===== src/hw/rtl/tgp_pkg.sv =====
// shared types and constants of the turtle grid plotter
package tgp_pkg;

  // default grid size
  localparam int GRID_WIDTH_DEF  = 32;
  localparam int GRID_HEIGHT_DEF = 32;

  // stream payload widths
  localparam int IN_DATA_W  = 16;
  localparam int IN_USER_W  = 3;
  localparam int OUT_DATA_W = 16;

  // command codes carried on in_tuser
  typedef enum logic [2:0] {
    KIND_PEN_UP   = 3'd0,
    KIND_PEN_DOWN = 3'd1,
    KIND_ROT_CW   = 3'd2,
    KIND_ROT_CCW  = 3'd3,
    KIND_MOVE     = 3'd4,
    KIND_CLEAR    = 3'd5,
    KIND_READ     = 3'd6
  } kind_t;

  // heading, turning clockwise counts up
  typedef enum logic [1:0] {
    HEAD_EAST  = 2'd0,
    HEAD_SOUTH = 2'd1,
    HEAD_WEST  = 2'd2,
    HEAD_NORTH = 2'd3
  } head_t;

endpackage


===== src/hw/rtl/tgp_ram.sv =====
// generic single-write, single-read ram with registered read data
module tgp_ram #(
  parameter int WIDTH = 32,
  parameter int DEPTH = 32
) (
  input  logic                     clk,
  input  logic                     wr_en,
  input  logic [$clog2(DEPTH)-1:0] wr_addr,
  input  logic [WIDTH-1:0]         wr_data,
  input  logic [$clog2(DEPTH)-1:0] rd_addr,
  output logic [WIDTH-1:0]         rd_data
);

  logic [WIDTH-1:0] mem [DEPTH];

  // write port and registered read port
  always_ff @(posedge clk) begin
    if (wr_en) begin
      mem[wr_addr] <= wr_data;
    end
    rd_data <= mem[rd_addr];
  end

endmodule


===== src/hw/rtl/tgp_stepper.sv =====
// shared position unit: move range check and single-cell step
module tgp_stepper import tgp_pkg::*; #(
  parameter int GRID_WIDTH  = GRID_WIDTH_DEF,
  parameter int GRID_HEIGHT = GRID_HEIGHT_DEF
) (
  input  logic [$clog2(GRID_WIDTH)-1:0]  cur_x,
  input  logic [$clog2(GRID_HEIGHT)-1:0] cur_y,
  input  head_t                          head,
  input  logic [4:0]                     move_dist,
  output logic                           fits,
  output logic [$clog2(GRID_WIDTH)-1:0]  step_x,
  output logic [$clog2(GRID_HEIGHT)-1:0] step_y
);

  localparam int CW = $clog2(GRID_WIDTH);
  localparam int RW = $clog2(GRID_HEIGHT);

  logic [6:0] x_ext;
  logic [6:0] y_ext;
  logic [6:0] d_ext;
  logic [6:0] lhs;
  logic [6:0] rhs;

  assign x_ext = 7'(cur_x);
  assign y_ext = 7'(cur_y);
  assign d_ext = 7'(move_dist);

  // one add and one compare, operands picked by heading
  always_comb begin
    case (head)
      HEAD_EAST: begin
        lhs = x_ext + d_ext;
        rhs = 7'(GRID_WIDTH - 1);
      end
      HEAD_SOUTH: begin
        lhs = y_ext + d_ext;
        rhs = 7'(GRID_HEIGHT - 1);
      end
      HEAD_WEST: begin
        lhs = d_ext;
        rhs = x_ext;
      end
      default: begin
        lhs = d_ext;
        rhs = y_ext;
      end
    endcase
  end

  assign fits = (lhs <= rhs);

  // one cell forward along the heading
  always_comb begin
    step_x = cur_x;
    step_y = cur_y;
    case (head)
      HEAD_EAST:  step_x = cur_x + CW'(1);
      HEAD_SOUTH: step_y = cur_y + RW'(1);
      HEAD_WEST:  step_x = cur_x - CW'(1);
      default:    step_y = cur_y - RW'(1);
    endcase
  end

endmodule


===== src/hw/rtl/turtle_grid_plotter.sv =====
// turtle grid plotter top level: command sequencer, turtle state and grid row memory
// results: pen, rotate, clear, unused, zero or rejected moves answer the cycle after accept
// a cell read runs S_CELL then S_DONE; a move runs S_RD and S_WR (read and write) per cell, then S_DONE
// throughput: pen, rotate, clear and zero or rejected moves are taken every cycle while the
// output drains; the grid row memory read-modify-write per cell sets the move rate
// reset: turtle at 0,0 east, pen up; grid rows cleared at once by per-row valid bits
module turtle_grid_plotter import tgp_pkg::*; #(
  parameter int GRID_WIDTH  = GRID_WIDTH_DEF,
  parameter int GRID_HEIGHT = GRID_HEIGHT_DEF
) (
  input  logic                  clk,
  input  logic                  rst_n,
  // input transaction
  input  logic                  in_tvalid,
  output logic                  in_tready,
  input  logic [IN_DATA_W-1:0]  in_tdata,   // distance[4:0], read_row[9:5], read_col[14:10]
  input  logic [IN_USER_W-1:0]  in_tuser,   // kind[2:0]
  // result transaction
  output logic                  out_tvalid,
  input  logic                  out_tready,
  output logic [OUT_DATA_W-1:0] out_tdata   // pos_x[4:0], pos_y[9:5], heading[11:10],
                                            // pen_down[12], status[13], cell_marked[14]
);

  localparam int CW = $clog2(GRID_WIDTH);
  localparam int RW = $clog2(GRID_HEIGHT);

  typedef enum logic [2:0] {
    S_IDLE,
    S_RD,
    S_WR,
    S_CELL,
    S_DONE
  } state_t;

  state_t                  st_r, st_nxt;
  logic [CW-1:0]           x_r, x_nxt;
  logic [RW-1:0]           y_r, y_nxt;
  head_t                   head_r, head_nxt;
  logic                    pen_r, pen_nxt;
  logic [4:0]              cnt_r, cnt_nxt;
  logic                    marked_r, marked_nxt;
  logic [RW-1:0]           cell_row_r, cell_row_nxt;
  logic [CW-1:0]           cell_col_r, cell_col_nxt;
  logic                    cell_in_r, cell_in_nxt;
  logic [GRID_HEIGHT-1:0]  vld_r, vld_nxt;
  logic                    out_vld_r, out_vld_nxt;
  logic [OUT_DATA_W-1:0]   out_data_r, out_data_nxt;

  logic [4:0]              in_dist;
  logic [6:0]              in_row_ext;
  logic [6:0]              in_col_ext;
  kind_t                   in_kind;
  logic                    in_acc;
  logic                    out_free;

  logic                    fits;
  logic [CW-1:0]           step_x;
  logic [RW-1:0]           step_y;

  logic                    wr_en;
  logic [RW-1:0]           rd_addr;
  logic [GRID_WIDTH-1:0]   rd_data;
  logic [GRID_WIDTH-1:0]   row_cur;
  logic [GRID_WIDTH-1:0]   wr_data;

  // result packing, position truncated to five bits
  function automatic logic [OUT_DATA_W-1:0] pack_result(
    input logic [CW-1:0] px,
    input logic [RW-1:0] py,
    input head_t         ph,
    input logic          ppen,
    input logic          pstat,
    input logic          pmark
  );
    logic [7:0] x8;
    logic [7:0] y8;
    x8 = 8'(px);
    y8 = 8'(py);
    return {1'b0, pmark, pstat, ppen, ph, y8[4:0], x8[4:0]};
  endfunction

  // input fields
  assign in_kind    = kind_t'(in_tuser);
  assign in_dist    = in_tdata[4:0];
  assign in_row_ext = {2'b00, in_tdata[9:5]};
  assign in_col_ext = {2'b00, in_tdata[14:10]};

  assign out_free  = !out_vld_r || out_tready;
  assign in_tready = (st_r == S_IDLE) && out_free;
  assign in_acc    = in_tvalid && in_tready;

  tgp_stepper #(
    .GRID_WIDTH  (GRID_WIDTH),
    .GRID_HEIGHT (GRID_HEIGHT)
  ) u_stepper (
    .cur_x     (x_r),
    .cur_y     (y_r),
    .head      (head_r),
    .move_dist (in_dist),
    .fits      (fits),
    .step_x    (step_x),
    .step_y    (step_y)
  );

  // grid held as one word per row
  tgp_ram #(
    .WIDTH (GRID_WIDTH),
    .DEPTH (GRID_HEIGHT)
  ) u_grid (
    .clk     (clk),
    .wr_en   (wr_en),
    .wr_addr (y_r),
    .wr_data (wr_data),
    .rd_addr (rd_addr),
    .rd_data (rd_data)
  );

  // a row never written since the last clear reads as empty
  assign row_cur = vld_r[y_r] ? rd_data : '0;
  assign wr_data = row_cur | ({{(GRID_WIDTH-1){1'b0}}, 1'b1} << x_r);

  // row read address for the next cycle
  always_comb begin
    case (st_r)
      S_IDLE:  rd_addr = in_row_ext[RW-1:0];
      S_RD:    rd_addr = step_y;
      default: rd_addr = y_r;
    endcase
  end

  // sequencer next state
  always_comb begin
    st_nxt       = st_r;
    x_nxt        = x_r;
    y_nxt        = y_r;
    head_nxt     = head_r;
    pen_nxt      = pen_r;
    cnt_nxt      = cnt_r;
    marked_nxt   = marked_r;
    cell_row_nxt = cell_row_r;
    cell_col_nxt = cell_col_r;
    cell_in_nxt  = cell_in_r;
    vld_nxt      = vld_r;
    out_vld_nxt  = out_vld_r && !out_tready;
    out_data_nxt = out_data_r;
    wr_en        = 1'b0;

    case (st_r)
      S_IDLE: begin
        if (in_acc) begin
          case (in_kind)
            KIND_PEN_UP: begin
              pen_nxt      = 1'b0;
              out_vld_nxt  = 1'b1;
              out_data_nxt = pack_result(x_r, y_r, head_r, 1'b0, 1'b0, 1'b0);
            end
            KIND_PEN_DOWN: begin
              pen_nxt      = 1'b1;
              out_vld_nxt  = 1'b1;
              out_data_nxt = pack_result(x_r, y_r, head_r, 1'b1, 1'b0, 1'b0);
            end
            KIND_ROT_CW: begin
              head_nxt     = head_t'(head_r + 2'd1);
              out_vld_nxt  = 1'b1;
              out_data_nxt = pack_result(x_r, y_r, head_nxt, pen_r, 1'b0, 1'b0);
            end
            KIND_ROT_CCW: begin
              head_nxt     = head_t'(head_r - 2'd1);
              out_vld_nxt  = 1'b1;
              out_data_nxt = pack_result(x_r, y_r, head_nxt, pen_r, 1'b0, 1'b0);
            end
            KIND_MOVE: begin
              marked_nxt = 1'b0;
              if (!fits || in_dist == 5'd0) begin
                out_vld_nxt  = 1'b1;
                out_data_nxt = pack_result(x_r, y_r, head_r, pen_r, !fits, 1'b0);
              end else begin
                cnt_nxt = in_dist;
                st_nxt  = S_RD;
              end
            end
            KIND_CLEAR: begin
              x_nxt        = '0;
              y_nxt        = '0;
              head_nxt     = HEAD_EAST;
              pen_nxt      = 1'b0;
              vld_nxt      = '0;
              out_vld_nxt  = 1'b1;
              out_data_nxt = pack_result('0, '0, HEAD_EAST, 1'b0, 1'b0, 1'b0);
            end
            KIND_READ: begin
              cell_row_nxt = in_row_ext[RW-1:0];
              cell_col_nxt = in_col_ext[CW-1:0];
              cell_in_nxt  = (in_row_ext < 7'(GRID_HEIGHT)) &&
                             (in_col_ext < 7'(GRID_WIDTH));
              st_nxt       = S_CELL;
            end
            default: begin
              out_vld_nxt  = 1'b1;
              out_data_nxt = pack_result(x_r, y_r, head_r, pen_r, 1'b0, 1'b0);
            end
          endcase
        end
      end
      // step one cell and fetch its row
      S_RD: begin
        x_nxt  = step_x;
        y_nxt  = step_y;
        st_nxt = S_WR;
      end
      // mark the entered cell when drawing
      S_WR: begin
        wr_en = pen_r;
        if (pen_r) begin
          vld_nxt[y_r] = 1'b1;
        end
        cnt_nxt = cnt_r - 5'd1;
        st_nxt  = (cnt_r == 5'd1) ? S_DONE : S_RD;
      end
      S_CELL: begin
        marked_nxt = cell_in_r && vld_r[cell_row_r] && rd_data[cell_col_r];
        st_nxt     = S_DONE;
      end
      S_DONE: begin
        if (out_free) begin
          out_vld_nxt  = 1'b1;
          out_data_nxt = pack_result(x_r, y_r, head_r, pen_r, 1'b0, marked_r);
          st_nxt       = S_IDLE;
        end
      end
      default: begin
        st_nxt = S_IDLE;
      end
    endcase
  end

  // state and registered outputs
  always_ff @(posedge clk) begin
    if (!rst_n) begin
      st_r      <= S_IDLE;
      x_r       <= '0;
      y_r       <= '0;
      head_r    <= HEAD_EAST;
      pen_r     <= 1'b0;
      cnt_r     <= '0;
      vld_r     <= '0;
      out_vld_r <= 1'b0;
    end else begin
      st_r      <= st_nxt;
      x_r       <= x_nxt;
      y_r       <= y_nxt;
      head_r    <= head_nxt;
      pen_r     <= pen_nxt;
      cnt_r     <= cnt_nxt;
      vld_r     <= vld_nxt;
      out_vld_r <= out_vld_nxt;
    end
    marked_r   <= marked_nxt;
    cell_row_r <= cell_row_nxt;
    cell_col_r <= cell_col_nxt;
    cell_in_r  <= cell_in_nxt;
    out_data_r <= out_data_nxt;
  end

  assign out_tvalid = out_vld_r;
  assign out_tdata  = out_data_r;

endmodule


===== config.mk =====
export PLATFORM = sky130hd
export DESIGN_NAME = turtle_grid_plotter
export DESIGN_NICKNAME = d
export VERILOG_FILES = /design/src/hw/rtl/tgp_pkg.sv /design/src/hw/rtl/tgp_ram.sv /design/src/hw/rtl/tgp_stepper.sv /design/src/hw/rtl/turtle_grid_plotter.sv
export SDC_FILE = /design/constraint.sdc
export NUM_CORES = 2
export LEC_CHECK = 0
export BUFFER_PORTS_ARGS = -buffer_cell sky130_fd_sc_hd__buf_2
export CAP_MARGIN = 25
export CORE_MARGIN = 2
export CORE_UTILIZATION = 40
export DETAILED_ROUTE_END_ITERATION = 16
export HOLD_SLACK_MARGIN = 0.08
export PLACE_DENSITY = 0.53
export REMOVE_ABC_BUFFERS = 1
export SYNTH_ARGS = -nofsm -noshare
export SYNTH_HDL_FRONTEND = slang
export SYNTH_SLANG_ARGS = --single-unit

===== constraint.sdc =====
create_clock -name clk -period 5.9 [get_ports clk]
set_input_delay 0.885 -clock clk [delete_from_list [all_inputs] [get_ports clk]]
set_output_delay 0.885 -clock clk [all_outputs]
set_load 0.05 [all_outputs]

After elaboration in Yosys (flattened, before gate mapping)
Memory sizes are Yosys's and may differ from the RTL's. A register that Yosys moved wholly into a read port is not among the register bits.
Cells that the tools add are included.
- register bits: 82
- RAM bits: 1024
- memories kept: 1
- memory list (name ; words ; width ; rd ports ; clocked after memory_dff ; write ports ; line ; source):
    u_grid.mem ; 32 ; 32 ; 1 ; 1 ; 1 ; tgp_ram.sv:14 ; logic [WIDTH-1:0] mem [DEPTH];
- $add $sub $neg: 9
- magnitude comparators: 7
- equal/unequal tests: 24
- shift operators: 1
- muxes and demuxes: 50
- bitwise logic cells: 2
- reduce and logical (&&, ||, !) cells: 35
- operators by type and width (kind ; number):
    $mux 32 ; 4
    $pmux 16 s7 ; 1
    $pmux 5 s2 ; 7
    $or 32x32->32 ; 2
    $pmux 32 s2 ; 1
    $mux 16 ; 3
    $pmux 16 s2 ; 1
    $shl 1x5->32 const A ; 1
    $lt 5x6->1 const B ; 5
    $mux 5 ; 5
    $reduce_and 4->1 ; 4
    $bmux 1 s5 ; 3
    $pmux 3 s5 ; 1
    $reduce_and 3->1 ; 5
    $sub 5x1->5 const B ; 3
    $pmux 7 s2 ; 1
    $add 5x5->6 ; 2
    $eq 3x2->1 const B ; 4
    $eq 3x3->1 const B ; 4
    $mux 1 ; 12
    $mux 3 ; 4
    $add 5x1->5 const B ; 2
    $ne 2x2->1 const B ; 5
    $reduce_bool 2->1 ; 5
    other kinds (24) ; 43

Longest topological paths before layout
- word-level depth: 10
- depth in mapped cells: 18
- depth with buffers taken out: 18

By module
Synthesis repeated with hierarchy kept, for this count alone.
- cells, all modules: 2845
- area, all modules: 46051.7 µm²
- by module, submodules not included (module ; instances ; cells each ; area an instance (µm²) ; sequential area each (µm²)):
    tgp_ram ; 1 ; 2260 ; 40492.6 ; 31390.1
    turtle_grid_plotter ; 1 ; 469 ; 4659.5 ; 1861.8
    tgp_stepper ; 1 ; 116 ; 899.6 ; 0.0

Least setup slack after synthesis
OpenSTA, ideal clock, no wires.
- kind: register to register
- start: register head_r[0]
- end: register out_data_r[0], in the netlist out_tdata[0] (enable)
- library setup time: 0.386 ns
- data arrival time: 3.881 ns
- required time: 5.514 ns
- path slack: 1.633 ns
- stages on the path, launching flop included: 16
- path buffers: 1
- path through: dfxtp_1 ha_1 clkbuf_1 mux2_2 ha_1 nor2b_1 a221oi_1 xor2_1 a21oi_1 ha_1 nand3_1 o22ai_1 o22ai_1 o211ai_1 o21a_1 nor2_1
- word-level cells in the longest chain between the ends: 8
- elaborated cells on any way between the ends: 11
- classes of those cells: order compare: 1; eq/ne: 3; mux: 2; reduce/logical: 5
- RTL lines (element ; line ; source):
    from (decl) ; turtle_grid_plotter.sv:39 ; head_t head_r, head_nxt;
    from (signal assigned) ; turtle_grid_plotter.sv:253 ; head_r <= head_nxt;
    $eq 2x1->1 or $logic_not 2->1 (tied branches) ; tgp_stepper.sv:30 ; case (head)
    $reduce_or 2->1 (no line) ; n/a ;
    $pmux 5 s2 ; tgp_stepper.sv:30 ;
    $le 7x5->1 (*) ; tgp_stepper.sv:50 ; assign fits = (lhs <= rhs);
    $logic_not 1->1 (*) ; turtle_grid_plotter.sv:175 ; if (!fits || in_dist == 5'd0) begin
    $logic_or 1x1->1 (*) ; turtle_grid_plotter.sv:175 ;
    $ne 3x3->1 (no line) (*) ; n/a ;
    $reduce_and 5->1 (no line) (*) ; n/a ;
    to (signal assigned) ; turtle_grid_plotter.sv:263 ; out_data_r <= out_data_nxt;
    to (decl) ; turtle_grid_plotter.sv:48 ; logic [OUT_DATA_W-1:0] out_data_r, out_data_nxt;
Every way passes the cells marked *; elsewhere a longest branch is shown, timed or not.
A chain may end at the register's enable or synchronous reset.

Final worst setup path
- start: register head_r[1]
- end: register u_grid.rd_data[6] (read register of u_grid.mem)
- word-level cells in the longest chain between the ends: 4
- elaborated cells on any way between the ends: 6
- classes of those cells: eq/ne: 2; mux: 2; reduce/logical: 2
- RTL lines (element ; line ; source):
    $eq 2x2->1 or $logic_not 2->1 (tied branches) ; tgp_stepper.sv:56 ; case (head)
    $reduce_or 2->1 (no line) ; n/a ;
    $pmux 5 s2 (*) ; tgp_stepper.sv:56 ;
    $pmux 5 s2 (*) ; turtle_grid_plotter.sv:125 ; case (st_r)
    to (decl) ; tgp_ram.sv:11 ; output logic [WIDTH-1:0] rd_data
Marked as above.

==> results.yml <==
outcome:
  status: "complete, no violations"
route:
  drt_pass1_iterations: 6
  via_count: 29100
  antenna_left: 0
  post-route-drc-count: 0
  wl_um: 134000
  drtIter0Drc: 3185
  wl_per_cell_um: 26.5
  via_per_inst: 5.74
place:
  gp_congestion: 0.833
  dp_hpwl_um: 76100
  placed_area_mm2: 0.0487
  numPortBuffers: 38
  dpl.cell_count: 4842
cts:
  cts-resized-gates: 0
  cts_buffers: 115
  hold_buffers: 0
  clkLatencyLatePin_ps: 700
  clockBufferDepth: 3
  cts_max_level: 3
  clk_transition_reported_paths_ps: 60
  cts_sinks: 1136
  root_buffer: "clkbuf_16"
  cts_tree: "done"
  post-cts-setup-buffers: 0
logic_synthesis:
  synthCells: 3384
  synth.avg_cell_area_um2: 13.5
  synth_top_flop_cell: "edfxtp_1"
  seq_area_frac_synth: 0.725
  synth_top_area_frac: 0.688
  netlist-cell-type-count: 74
  synth-seq-cells: 1136
  synth_warnings: 0
  synth_edf_count: 1050
  async_flop_share: 0
  ys_top_cells_by_area: "edfxtp_1 69%, nand2_1 5.3%, dfxtp_1 3.8%"
  synth_area_mm2: 0.0458
  yosys.area.top_type: "edfxtp_1"
sta:
  slew_headroom: 0.260
  hold_slack_ps: 382
  hold_viol_final: 0
  fin_crit_sh: 0.789
  setup_viol: 0
  worst_slew_pin_slew_ps: 1110
  fin_crit_ps: 4650
  slew_violations: 0
  max_freq_mhz: 215
  rsz0062_at_grt: "false"
  clock_skew_ps: 22.0
worst_setup_path:
  crit_required_ps: 6460
  cp.arrival_ps: 5210
  cp-end-kind: "flop"
  cp-start-kind: "flop"
  path_max_fanout: 17
  worstSetupPathType: "flop to flop"
pwr:
  leakage_nw: 17.7
  power.density_mw_per_mm2: 352
  p_total_mw: 18.6
  ir_worst_vdd_mv: 0.246
cells_and_area:
  mostFrequentLayoutCells: "1050 x edfxtp_1, 641 x nand2_1, 282 x a21oi_1"
  nNetsFinal: 3505
  fillers: 10000
  final_cell_count_no_fill: 5064
  stdcell_area_mm2: 0.0527
  syn_to_final_growth_pct: 15.0
  multi_input_area_mm2: 0.0119
  drive_above_1_share: 0.128
  insertedDiodeCount: 0
  final_util: 0.462
  seq_area_mm2: 0.0333
  mostFrequentLayoutCell: "edfxtp_1"
job:
  max_cap_viol_count: 0
global_routing:
  grt_pass1_wl_um: 194000
  antenna_found_initial: 2
  grt_max_degree: 106
  grt_overflow_total: 0
  globalRouteTotalUtil: 0.226
  grt_pass1_vias: 27500
floorplanning:
  ios: 41
  die_y_um: 343
  core_area_mm2: 0.114
  rows: 124
  start_util: 0.402
  die_width_um: 343
  dieArea_mm2: 0.117
hold_path:
  hold_path_class: "primary input to flop"
==> worst paths after layout <==
check                             startpoint  depth (start not counted)  slack, ps                 to
worst max-delay path               head_r[1]                         13       1250  u_grid.rd_data[6]
worst min-delay path            in_tdata[14]                          1        380      cell_col_r[4]
worst max register to register     head_r[1]                         13       1250  u_grid.rd_data[6]
worst min register to register     vld_r[22]                          2        480          vld_r[22]
==> registers in the layout, indices dropped and copies added (netlist names) <==
name	cells
u_grid.mem	1024
pen_r	1
u_grid.rd_data	32
x_r	5
cell_col_r	5
cnt_r	5
st_r	3
vld_r	32
y_r	5
cell_row_r	5
marked_r	1
out_tvalid	1
out_tdata	15
head_r	2
==> cells by family (layout without fill, tap and decap cells) <==
group / after synthesis / count (layout) / share of synthesized area
simple gates: 1183 / 1183 / 0.115
flops: 1136 / 1136 / 0.725
compound gates: 649 / 649 / 0.0902
buf+inv: 243 / 411 / 0.0218
mux: 133 / 133 / 0.0368
fa+ha+maj: 29 / 29 / 0.00841
xor+xnor: 10 / 10 / 0.00191
other cells: 1 / 1 / 0.0000818
==> layer usage <==
layer	track usage	vias to the layer above	part of all wire
met5	0	-	0
met1	0.324	14900	0.44
li1	-	13000	-
met4	0.0605	0	0.021
met3	0.0296	165	0.066
met2	0.365	1030	0.47
==> synth_stat cells, drive strengths merged, types with 39 or more instances <==
master,instances
nand3,202
nand2,644
nand4,39
o21ai,62
a211oi,65
buf,94
dfxtp,86
edfxtp,1050
a21oi,282
mux2i,99
nor2,139
clkbuf,130
==> stage by stage <==
step | setup slack, ps | TNS (ps)
2_1_floorplan | -4030 | -125030
3_3_place_gp | 1390 | 0
3_5_place_dp | 1340 | 0
4_1_cts | 1290 | 0
5_1_grt | 1120 | 0
6_report | 1250 | 0
==> report_power, final <==
part / internal, mW / switching, mW / total, mW
Sequential: 8.87 / 0.162 / 9.03
Combinational: 0.639 / 1.41 / 2.05
Clock: 4.41 / 3.07 / 7.48
Total: 13.9 / 4.64 / 18.6
==> layout make-up <==
class                      count  share of cell area
timing repair buffer         176              0.0315
tap                         1512              0.0359
multi-input combinational   2005               0.227
clock inverter                75              0.0141
clock buffer                 141              0.0596
sequential                  1136               0.631
inverter                      19             0.00135
==> worst max-delay path: stages, from the launching register on <==
cell and delay, ps:
dfxtp_1 440, inv_1 120, ha_1 190, buf_4 170, fa_1 480, nor2b_1 60
a22oi_1 390, nand2_4 280, nor2_1 600, nand3_2 620, buf_4 390, nor2_1 110
nor4_1 90, or4_1 550
No activity file was read; power rests on OpenSTA's default activity.
